**config.mk**
```make
export PLATFORM = sky130hd
export DESIGN_NAME = touch_tap_double_tap_detector_top
export DESIGN_NICKNAME = d
export VERILOG_FILES = /design/src/rtl/ttdtd_pkg.sv /design/src/rtl/touch_tap_double_tap_detector_top.sv /design/src/rtl/ttdtd_axis.sv
export SDC_FILE = /design/constraint.sdc
export NUM_CORES = 1
export LEC_CHECK = 0
export BUFFER_PORTS_ARGS = -buffer_cell sky130_fd_sc_hd__buf_2
export CAP_MARGIN = 20
export CORE_MARGIN = 8
export CORE_UTILIZATION = 54
export CTS_CLUSTER_DIAMETER = 50
export DETAILED_ROUTE_END_ITERATION = 8
export GPL_TIMING_DRIVEN = 0
export PLACE_DENSITY = 0.73
export RECOVER_POWER = 25
export SYNTH_ARGS = -nofsm -noshare
export SYNTH_HDL_FRONTEND = slang
export SYNTH_HIERARCHICAL = 1
export SYNTH_SLANG_ARGS = --single-unit
```
**constraint.sdc**
```tcl
create_clock -name aclk -period 5.4 [get_ports aclk]
set_clock_uncertainty 0.1 [all_clocks]
set_input_delay 1.62 -clock aclk [delete_from_list [all_inputs] [get_ports aclk]]
set_output_delay 1.62 -clock aclk [all_outputs]
set_load 0.03 [all_outputs]
```
**src/rtl/ttdtd_pkg.sv**
```systemverilog
package ttdtd_pkg;

    localparam int COORD_BITS_DEF = 12;
    localparam int TIME_BITS_DEF  = 32;

    // fixed register widths
    localparam int DUR_W  = 16;
    localparam int MOVE_W = 12;
    localparam int CFG_W  = 16;
    localparam int CFG_IDX_W = 2;

    localparam logic [DUR_W-1:0]  TAP_MAX_DURATION_RST = 16'd250;
    localparam logic [MOVE_W-1:0] TAP_MAX_MOVEMENT_RST = 12'd20;
    localparam logic [DUR_W-1:0]  DOUBLE_TAP_WINDOW_RST = 16'd400;

    typedef enum logic [1:0] {
        CMD_PRESS   = 2'd0,
        CMD_RELEASE = 2'd1,
        CMD_X       = 2'd2,
        CMD_Y       = 2'd3
    } cmd_t;

    typedef enum logic [CFG_IDX_W-1:0] {
        CFG_TAP_MAX_DURATION  = 2'd0,
        CFG_TAP_MAX_MOVEMENT  = 2'd1,
        CFG_DOUBLE_TAP_WINDOW = 2'd2
    } cfg_idx_t;

    // per-axis control from the event decoder
    typedef struct packed {
        logic clear;   // drop start point and deviation
        logic sample;  // a coordinate for this axis arrived
    } axis_ctrl_t;

endpackage

```
**src/rtl/touch_tap_double_tap_detector_top.sv**
```systemverilog
// Channel   Ports                                         Transaction
// -------   --------------------------------------------  ---------------------------
// input     s_valid s_ready s_command s_coord_value       one touch event
//           s_timestamp_ms
// result    m_valid m_ready m_tap_seen m_double_tap        one flag pair per event
// config    cfg_wr_en cfg_addr cfg_wdata                  register write, no handshake
//
// One event per cycle unless stalled: the event is decoded against the contact state
// in the cycle it is accepted, and its flags land in the result register at that edge.
// A waiting result does not block input unless it is stalled: s_ready drops only
// while m_valid is high and m_ready is low.
// Synchronous active-low reset clears the contact and pending-tap state and the result
// valid flag, and loads the register defaults (250 ms, 20, 400 ms).
module touch_tap_double_tap_detector_top
    import ttdtd_pkg::*;
#(
    parameter int COORD_BITS = COORD_BITS_DEF,
    parameter int TIME_BITS  = TIME_BITS_DEF
) (
    input  logic                  aclk,
    input  logic                  aresetn,
    // configuration
    input  logic                  cfg_wr_en,
    input  logic [CFG_IDX_W-1:0]  cfg_addr,
    input  logic [CFG_W-1:0]      cfg_wdata,
    // touch events
    input  logic                  s_valid,
    output logic                  s_ready,
    input  logic [1:0]            s_command,
    input  logic [COORD_BITS-1:0] s_coord_value,
    input  logic [TIME_BITS-1:0]  s_timestamp_ms,
    // results
    output logic                  m_valid,
    input  logic                  m_ready,
    output logic                  m_tap_seen,
    output logic                  m_double_tap
);

    // movement compare width covers both the deviation and the register
    localparam int MOV_CMP_W = (COORD_BITS > MOVE_W) ? COORD_BITS : MOVE_W;

    // configuration registers
    logic [DUR_W-1:0]  tap_max_duration_reg;
    logic [MOVE_W-1:0] tap_max_movement_reg;
    logic [DUR_W-1:0]  double_tap_window_reg;

    always_ff @(posedge aclk) begin
        if (!aresetn) begin
            tap_max_duration_reg  <= TAP_MAX_DURATION_RST;
            tap_max_movement_reg  <= TAP_MAX_MOVEMENT_RST;
            double_tap_window_reg <= DOUBLE_TAP_WINDOW_RST;
        end else if (cfg_wr_en) begin
            unique case (cfg_addr)
                CFG_TAP_MAX_DURATION:  tap_max_duration_reg  <= cfg_wdata[DUR_W-1:0];
                CFG_TAP_MAX_MOVEMENT:  tap_max_movement_reg  <= cfg_wdata[MOVE_W-1:0];
                CFG_DOUBLE_TAP_WINDOW: double_tap_window_reg <= cfg_wdata[DUR_W-1:0];
                default: ;  // unmapped index: write dropped
            endcase
        end
    end

    // handshake: result register with stall-only backpressure
    logic m_valid_reg, m_valid_next;
    logic m_tap_seen_reg, m_tap_seen_next;
    logic m_double_tap_reg, m_double_tap_next;
    logic accept;

    assign s_ready = !m_valid_reg || m_ready;
    assign accept  = s_valid && s_ready;

    // contact state
    logic                 contact_open_reg, contact_open_next;
    logic [TIME_BITS-1:0] press_time_reg, press_time_next;
    logic [TIME_BITS-1:0] last_tap_time_reg, last_tap_time_next;
    logic                 tap_waiting_reg, tap_waiting_next;

    axis_ctrl_t            x_ctrl, y_ctrl;
    logic                  have_x, have_y;
    logic [COORD_BITS-1:0] dev_x, dev_y;

    // release classification, all modulo 2^TIME_BITS
    logic [TIME_BITS-1:0] dur;
    logic [TIME_BITS-1:0] gap;
    logic                 is_tap;
    logic                 in_window;

    assign dur = s_timestamp_ms - press_time_reg;
    assign gap = s_timestamp_ms - last_tap_time_reg;
    assign is_tap = (dur <= TIME_BITS'(tap_max_duration_reg))
                 && (MOV_CMP_W'(dev_x) <= MOV_CMP_W'(tap_max_movement_reg))
                 && (MOV_CMP_W'(dev_y) <= MOV_CMP_W'(tap_max_movement_reg));
    assign in_window = tap_waiting_reg && (gap <= TIME_BITS'(double_tap_window_reg));

    always_comb begin
        contact_open_next  = contact_open_reg;
        press_time_next    = press_time_reg;
        last_tap_time_next = last_tap_time_reg;
        tap_waiting_next   = tap_waiting_reg;
        x_ctrl             = '0;
        y_ctrl             = '0;
        m_valid_next       = m_valid_reg && !m_ready;
        m_tap_seen_next    = m_tap_seen_reg;
        m_double_tap_next  = m_double_tap_reg;

        if (accept) begin
            m_valid_next      = 1'b1;
            m_tap_seen_next   = 1'b0;
            m_double_tap_next = 1'b0;
            unique case (cmd_t'(s_command))
                CMD_PRESS: begin
                    // a press while open just restarts the contact
                    contact_open_next = 1'b1;
                    press_time_next   = s_timestamp_ms;
                    x_ctrl.clear      = 1'b1;
                    y_ctrl.clear      = 1'b1;
                end
                CMD_RELEASE: begin
                    if (contact_open_reg) begin
                        contact_open_next = 1'b0;
                        x_ctrl.clear      = 1'b1;
                        y_ctrl.clear      = 1'b1;
                        if (!have_x || !have_y || !is_tap) begin
                            tap_waiting_next = 1'b0;
                        end else if (in_window) begin
                            tap_waiting_next  = 1'b0;
                            m_double_tap_next = 1'b1;
                        end else begin
                            tap_waiting_next   = 1'b1;
                            last_tap_time_next = s_timestamp_ms;
                            m_tap_seen_next    = 1'b1;
                        end
                    end
                end
                CMD_X: x_ctrl.sample = contact_open_reg;
                CMD_Y: y_ctrl.sample = contact_open_reg;
                default: ;
            endcase
        end
    end

    always_ff @(posedge aclk) begin
        if (!aresetn) begin
            contact_open_reg  <= 1'b0;
            press_time_reg    <= '0;
            last_tap_time_reg <= '0;
            tap_waiting_reg   <= 1'b0;
            m_valid_reg       <= 1'b0;
        end else begin
            contact_open_reg  <= contact_open_next;
            press_time_reg    <= press_time_next;
            last_tap_time_reg <= last_tap_time_next;
            tap_waiting_reg   <= tap_waiting_next;
            m_valid_reg       <= m_valid_next;
        end
    end

    // result payload needs no reset
    always_ff @(posedge aclk) begin
        m_tap_seen_reg   <= m_tap_seen_next;
        m_double_tap_reg <= m_double_tap_next;
    end

    ttdtd_axis #(.COORD_BITS(COORD_BITS)) u_axis_x (
        .aclk       (aclk),
        .aresetn    (aresetn),
        .ctrl       (x_ctrl),
        .coord      (s_coord_value),
        .have_start (have_x),
        .max_dev    (dev_x)
    );

    ttdtd_axis #(.COORD_BITS(COORD_BITS)) u_axis_y (
        .aclk       (aclk),
        .aresetn    (aresetn),
        .ctrl       (y_ctrl),
        .coord      (s_coord_value),
        .have_start (have_y),
        .max_dev    (dev_y)
    );

    assign m_valid      = m_valid_reg;
    assign m_tap_seen   = m_tap_seen_reg;
    assign m_double_tap = m_double_tap_reg;

endmodule

```
**src/rtl/ttdtd_axis.sv**
```systemverilog
module ttdtd_axis
    import ttdtd_pkg::*;
#(
    parameter int COORD_BITS = COORD_BITS_DEF
) (
    input  logic                  aclk,
    input  logic                  aresetn,
    input  axis_ctrl_t            ctrl,
    input  logic [COORD_BITS-1:0] coord,
    output logic                  have_start,
    output logic [COORD_BITS-1:0] max_dev
);

    logic                  have_start_reg, have_start_next;
    logic [COORD_BITS-1:0] start_reg, start_next;
    logic [COORD_BITS-1:0] max_dev_reg, max_dev_next;
    logic [COORD_BITS-1:0] start_eff;
    logic [COORD_BITS-1:0] dev;

    // first sample of a contact becomes the start point
    assign start_eff = have_start_reg ? start_reg : coord;
    assign dev = (coord >= start_eff) ? (coord - start_eff) : (start_eff - coord);

    always_comb begin
        have_start_next = have_start_reg;
        start_next      = start_reg;
        max_dev_next    = max_dev_reg;
        if (ctrl.clear) begin
            have_start_next = 1'b0;
            start_next      = '0;
            max_dev_next    = '0;
        end else if (ctrl.sample) begin
            have_start_next = 1'b1;
            start_next      = start_eff;
            if (dev > max_dev_reg) begin
                max_dev_next = dev;
            end
        end
    end

    always_ff @(posedge aclk) begin
        if (!aresetn) begin
            have_start_reg <= 1'b0;
            start_reg      <= '0;
            max_dev_reg    <= '0;
        end else begin
            have_start_reg <= have_start_next;
            start_reg      <= start_next;
            max_dev_reg    <= max_dev_next;
        end
    end

    assign have_start = have_start_reg;
    assign max_dev    = max_dev_reg;

endmodule

```
Word level (Yosys, flattened, before mapping)
Cells that the tools add are included.
{"block": "totals", "output_inout_bits": 4, "inputBits": 69, "regBits": 163}
{"block": "op_classes", "mux": 15, "bitwise": 5, "add_sub_neg": 6, "magnitude_cmp": 8, "eq_ne": 5, "n_reduce_logical": 29}
{"cell": "$le A32 B16 Y1", "n": 2}
{"cell": "$sub A32 B32 Y32", "n": 2}
{"cell": "$mux W12", "n": 4}
{"cell": "$sub A12 B12 Y12", "n": 4}
{"cell": "$ge A12 B12 Y1", "n": 2}
{"cell": "$gt A12 B12 Y1", "n": 2}
{"cell": "$le A12 B12 Y1", "n": 2}
{"cell": "$reduce_and A2 Y1", "n": 8}
{"cell": "$mux W1", "n": 7}
{"cell": "$eq A2 B2 Y1 const B", "n": 3}
{"cell": "$logic_and A1 B1 Y1", "n": 5}
{"cell": "$logic_not A1 Y1", "n": 5}
{"cell": "$not A1 Y1", "n": 5}
{"cell": "$reduce_and A5 Y1", "n": 1}
{"cell": "$eq A2 B1 Y1 const B", "n": 2}
{"cell": "$logic_not A2 Y1", "n": 2}
{"cell": "$mux W2", "n": 2}
{"cell": "$pmux W1 S2", "n": 2}
{"cell": "$reduce_or A2 Y1", "n": 2}
{"cell": "$logic_or A1 B1 Y1", "n": 3}
{"cell": "$reduce_and A3 Y1", "n": 1}
{"cell": "$reduce_or A3 Y1", "n": 1}
{"cell": "$reduce_bool A2 Y1", "n": 1}

Logic depth before layout (Yosys ltp)
{"block": "depth", "ltp_word": 8, "ltp_mapped": 24, "depth_no_buf": 21}

Modules after synthesis
Netlist, hierarchy kept.
{"module": "touch_tap_double_tap_detector_top", "area_per_inst_um2": 10162.2, "n_inst": 1, "seq_area_each_um2": 2282.2, "cells_per_inst": 1362}
{"module": "ttdtd_axis at u_axis_x", "area_per_inst_um2": 2533.7, "n_inst": 1, "seq_area_each_um2": 500.5, "cells_per_inst": 305}
{"module": "ttdtd_axis at u_axis_y", "area_per_inst_um2": 2481.1, "n_inst": 1, "seq_area_each_um2": 500.5, "cells_per_inst": 303}

Worst setup path before layout
OpenSTA, ideal clock, no wires.
{"block": "synth_timing", "path_type": "input to register", "startpoint": "input port s_timestamp_ms[0]", "endpoint": "register last_tap_time_reg[0]", "path_slack_ns": -0.442, "setup_ns": 0.072, "arrival_ns": 5.671, "t_required_ns": 5.228, "stages": 22, "path_buffers": 1, "cell_sequence": "inv_1 > ha_1 > fa_1 > nor2b_1 > o2111ai_1 > a21oi_1 > o21a_1 > nand2_1 > nand2_1 > xor2_1 > ha_1 > nand4_1 > nor4_1 > or3_1 > a21oi_1 > nor3_1 > nand4_1 > a2111oi_1 > nand4_1 > a2111oi_4 > buf_6 > mux2i_1"}
{"block": "synth_via", "elab_chain_cells": 8, "elab_cells_between_ends": 12, "classes_between": "add/sub (2); order compare (2); bitwise (2); reduce/logical (6)"}
{"element": "start, declared", "line_no": "touch_tap_double_tap_detector_top.sv:31", "rtl": "input logic [TIME_BITS-1:0] s_timestamp_ms,"}
{"element": "$sub A32 B32 Y32", "line_no": "touch_tap_double_tap_detector_top.sv:87", "rtl": "assign dur = s_timestamp_ms - press_time_reg;"}
{"element": "$le A32 B16 Y1", "line_no": "touch_tap_double_tap_detector_top.sv:89", "rtl": "assign is_tap = (dur <= TIME_BITS'(tap_max_duration_reg))"}
{"element": "$logic_and A1 B1 Y1", "line_no": "touch_tap_double_tap_detector_top.sv:90", "rtl": "&& (MOV_CMP_W'(dev_x) <= MOV_CMP_W'(tap_max_movement_reg))"}
{"element": "$logic_and A1 B1 Y1", "line_no": "touch_tap_double_tap_detector_top.sv:91", "rtl": "&& (MOV_CMP_W'(dev_y) <= MOV_CMP_W'(tap_max_movement_reg));"}
{"element": "$logic_not A1 Y1", "line_no": "touch_tap_double_tap_detector_top.sv:122", "rtl": "if (!have_x || !have_y || !is_tap) begin"}
{"element": "$logic_or A1 B1 Y1", "line_no": "touch_tap_double_tap_detector_top.sv:122"}
{"element": "$not A1 Y1 (no source line)"}
{"element": "$reduce_and A5 Y1 (no source line)"}
{"element": "end signal, assigned", "line_no": "touch_tap_double_tap_detector_top.sv:151", "rtl": "last_tap_time_reg <= last_tap_time_next;"}
{"element": "end, declared", "line_no": "touch_tap_double_tap_detector_top.sv:74", "rtl": "logic [TIME_BITS-1:0] last_tap_time_reg, last_tap_time_next;"}
Parallel ways exist; a longest one is shown, timed or not.
A chain may end at the register's enable or synchronous reset.

Final worst setup path
{"block": "layout_timing", "startpoint": "input port s_timestamp_ms[0]", "endpoint": "register m_tap_seen_reg (netlist: m_tap_seen) (data pin)"}
{"block": "layout_via", "elab_chain_cells": 7, "elab_cells_between_ends": 11, "classes_between": "add/sub (2); order compare (2); mux (2); reduce/logical (5)"}
{"element": "$sub A32 B32 Y32", "line_no": "touch_tap_double_tap_detector_top.sv:87"}
{"element": "$le A32 B16 Y1", "line_no": "touch_tap_double_tap_detector_top.sv:89"}
{"element": "$logic_and A1 B1 Y1", "line_no": "touch_tap_double_tap_detector_top.sv:90"}
{"element": "$logic_and A1 B1 Y1", "line_no": "touch_tap_double_tap_detector_top.sv:91"}
{"element": "$logic_not A1 Y1", "line_no": "touch_tap_double_tap_detector_top.sv:122"}
{"element": "$logic_or A1 B1 Y1", "line_no": "touch_tap_double_tap_detector_top.sv:122"}
{"element": "$mux W1 (*)", "line_no": "touch_tap_double_tap_detector_top.sv:122"}
{"element": "end signal, assigned", "line_no": "touch_tap_double_tap_detector_top.sv:159", "rtl": "m_tap_seen_reg <= m_tap_seen_next;"}
{"element": "end, declared", "line_no": "touch_tap_double_tap_detector_top.sv:64", "rtl": "logic m_tap_seen_reg, m_tap_seen_next;"}
Every way passes the cells marked *; elsewhere a longest branch is shown, timed or not.

==> impl_metrics.py <==
metrics = {
    "status": {
        "outcome": "finished with violations",
        "violations": "setup timing",
    },
    "job": {
        "maxCapViolations": 0,
    },
    "synthesis": {
        "synthTopCellsByArea": "dfxtp_1 21%, ha_1 15%, nand2_1 7.5%",
        "ys_seq_area_share_pct": 21.6,
        "synth.distinct_cells": 94,
        "avgSynthCellArea_um2": 7.70,
        "synth_commonest_cells": "304 x nand2_1, 206 x inv_1, 188 x ha_1",
        "yosysWarnings": 6,
        "synth-main-ff-cell": "dfxtp_1",
        "ys_ff_latch": 163,
        "async_flop_share_pct": 0,
        "synth_top_area_share_pct": 21.2,
        "netlist_area_um2": 15200,
        "synth-edff-count": 2,
        "syn_inst": 1970,
        "yosysMostFrequentCell": "nand2_1",
        "syn_nets": 2233,
        "synth.largest_area_cell": "dfxtp_1",
    },
    "clock_tree": {
        "cts_tree": "done",
        "hold_buffers": 0,
        "clkSinkCount": 163,
        "clk_latency_ns": 0.46,
        "cts-root-buf": "clkbuf_16",
        "cts.clk_slew.worst_paths_ns": 0.07,
        "cts_max_path_buffers": 2,
        "htreeDepth": 4,
        "cts-buffers-inserted": 17,
    },
    "critical_path": {
        "cp-end-kind": "flop",
        "worst_setup_path_start_kind": "input pin",
        "crit_type": "input pin to flop",
        "rrSetupSlack_ns": 0.19,
        "crit_required_ns": 5.49,
        "endpoint": "m_tap_seen",
        "crit_start": "s_timestamp_ms[0]",
        "critical_path.max_fanout": 4,
        "reg2reg_from": "u_axis_x/have_start",
        "r2r_end": "u_axis_x/max_dev[8]",
        "r2r_cells": 25,
        "cp.arrival_ns": 5.89,
    },
    "timing": {
        "maxSlewViolCount": 0,
        "postLayoutSetupSlackWorst_ns": -0.403,
        "max_freq_mhz": 172,
        "post-route-min-period_ns": 5.80,
        "rsz0062_at_grt": "true",
        "tightest_slew_ns": 0.839,
        "setup_viol": 35,
        "hold_slack_ns": 0.362,
        "relSlewSlack_pct": 43.5,
        "post-route-period-util_pct": 107,
        "hold_viol_final": 0,
    },
    "detailed_routing": {
        "wire_per_inst_um": 18.2,
        "vias": 14900,
        "drc_errors": 0,
        "drt_wl_total_um": 46000,
        "ant_nets": 0,
        "routed_via_density": 5.90,
        "drt_iter0_markers": 1112,
        "first_pass_iters": 8,
    },
    "layout": {
        "insertedDiodeCount": 0,
        "synthToLayoutAreaGrowth_pct": 21.4,
        "layoutNonFillerInstCount": 2530,
        "fillers": 2339,
        "fin_nets": 2404,
        "drive_gt1_share_pct": 19.6,
        "fin_area_um2": 18400,
    },
    "power": {
        "p_per_area_nw_per_um2": 216,
        "power.total_mw": 3.98,
        "p_leak_nw": 7.25,
        "seq_power_share_pct": 31.2,
        "switching_power_mw": 1.41,
        "pwr-share-comb_pct": 37.4,
        "swShare_pct": 35.4,
        "peakVddDrop_uv": 166,
        "intPower_mw": 2.57,
        "pwr-share-clk_pct": 31.4,
    },
    "place": {
        "portBuffers": 72,
        "preCtsSetupSlack_ns": -1.26,
        "routabilityCongestion": 0.930,
        "place_area_um2": 16200,
        "dp.cells": 2420,
        "dpl.hpwl_um": 34700,
    },
    "die": {
        "initial_core_util_pct": 54.8,
        "core-area_um2": 27700,
        "die_h_um": 184,
        "fp.dieArea_um2": 33700,
        "rows": 61,
        "pin_count": 73,
        "die_w_um": 184,
    },
    "worst_hold_path": {
        "hp-start": "last_tap_time_reg[21]",
        "hold_path.class": "flop to flop",
    },
    "global_routing": {
        "antenna_found_initial": 0,
        "grt_pass1_vias": 14600,
        "grt_max_degree": 17,
        "grt_overflow": 0,
        "grt_usage_pct": 25.9,
        "grt_pass1_wl_um": 71400,
    },
}
## power by group through the flow
stage                     logic [mW]  clock network (mW)  registers (mW)
after floorplan                0.874                   0            1.27
after global placement          1.14                   0            1.27
after detailed placement        1.17                   0            1.27
after CTS                       1.31                1.27            1.24
after global routing            1.62                1.32            1.24
final                           1.49                1.25            1.24
## worst max-delay path: stages
cell       delay (ns)
buf_12           0.09
inv_12           0.03
buf_4            0.13
ha_4             0.16
fa_2             0.37
nor2b_4          0.16
o2111ai_4        0.14
a211oi_2         0.29
o21ai_1          0.14
nand2b_1         0.13
a21oi_2          0.08
xnor2_2          0.25
ha_1             0.31
nand4_1          0.17
o22ai_2          0.11
a2bb2oi_2        0.17
a21oi_2          0.25
buf_4            0.16
nand4_1          0.09
or3_4            0.41
a211oi_2         0.19
nand4b_1         0.13
buf_6            0.18
nor4b_4          0.13
## metal layers
layer | global-route usage, % | vias to the layer above | routed length, µm
met3 | 3.68 | 136 | 1910
met4 | 14.6 | 0 | 2380
met2 | 46.1 | 450 | 22900
li1 | - | 7267 | -
met5 | 0 | - | 0
met1 | 29.4 | 7073 | 18800
## timing repair
action                     CTS  global route
cloned                       4             0
gates resized for setup     95           128
setup buffers               52            33
setup endpoints to repair   59            59
pin swaps                   59            67
## cells by family (layout without fill, tap and decap cells)
kind of cell,count (synthesis),in the layout,synth area share [%]
compound gates,533,533,24.2
mux,88,88,5.89
fa+ha+maj,194,194,16.3
simple gates,625,625,19.2
xor+xnor,60,60,3.46
buf+inv,307,489,9.30
flops,163,163,21.6
## stage by stage
step | utilization (%) | TNS [ns]
floorplan | - | -3.15
global placement | 58.3 | -56.47
detailed placement | 58.3 | -60.78
CTS | 63.7 | -9.32
global route | 66.5 | -15.61
finish | 66.5 | -10.52
## worst min path at each step
stage | cells past startpoint | end
finish | 2 | last_tap_time_reg[21]
global route | 2 | last_tap_time_reg[6]
CTS | 2 | last_tap_time_reg[6]
detailed placement | 2 | last_tap_time_reg[10]
global placement | 2 | last_tap_time_reg[20]
floorplan | 2 | last_tap_time_reg[10]
## placed cells by master (no fill, tap or decap), types with 23 or more instances in the layout
master	n
a211oi_1	42
inv_1	201
a21o_1	38
o21ai_0	57
clkbuf_1	53
nand4_1	47
nand2_1	302
o21a_1	25
dfxtp_1	161
o211ai_1	30
nor2_1	102
mux2i_1	53
nand3_1	30
buf_6	23
a21oi_2	28
buf_2	62
a21boi_0	72
ha_1	167
a21oi_1	115
buf_4	88
xnor2_1	29
## layout make-up
cell class | count | area (µm²) | share of cell area (%)
Buffer | 94 | 664 | 3.61
Clock buffer | 17 | 425 | 2.31
Clock inverter | 13 | 150 | 0.815
Inverter | 206 | 786 | 4.26
Multi-Input combinational cell | 1500 | 11500 | 62.6
Sequential cell | 163 | 3280 | 17.8
Tap cell | 378 | 473 | 2.57
Timing Repair Buffer | 159 | 1110 | 6.00
(Power assumes the default switching activity.)
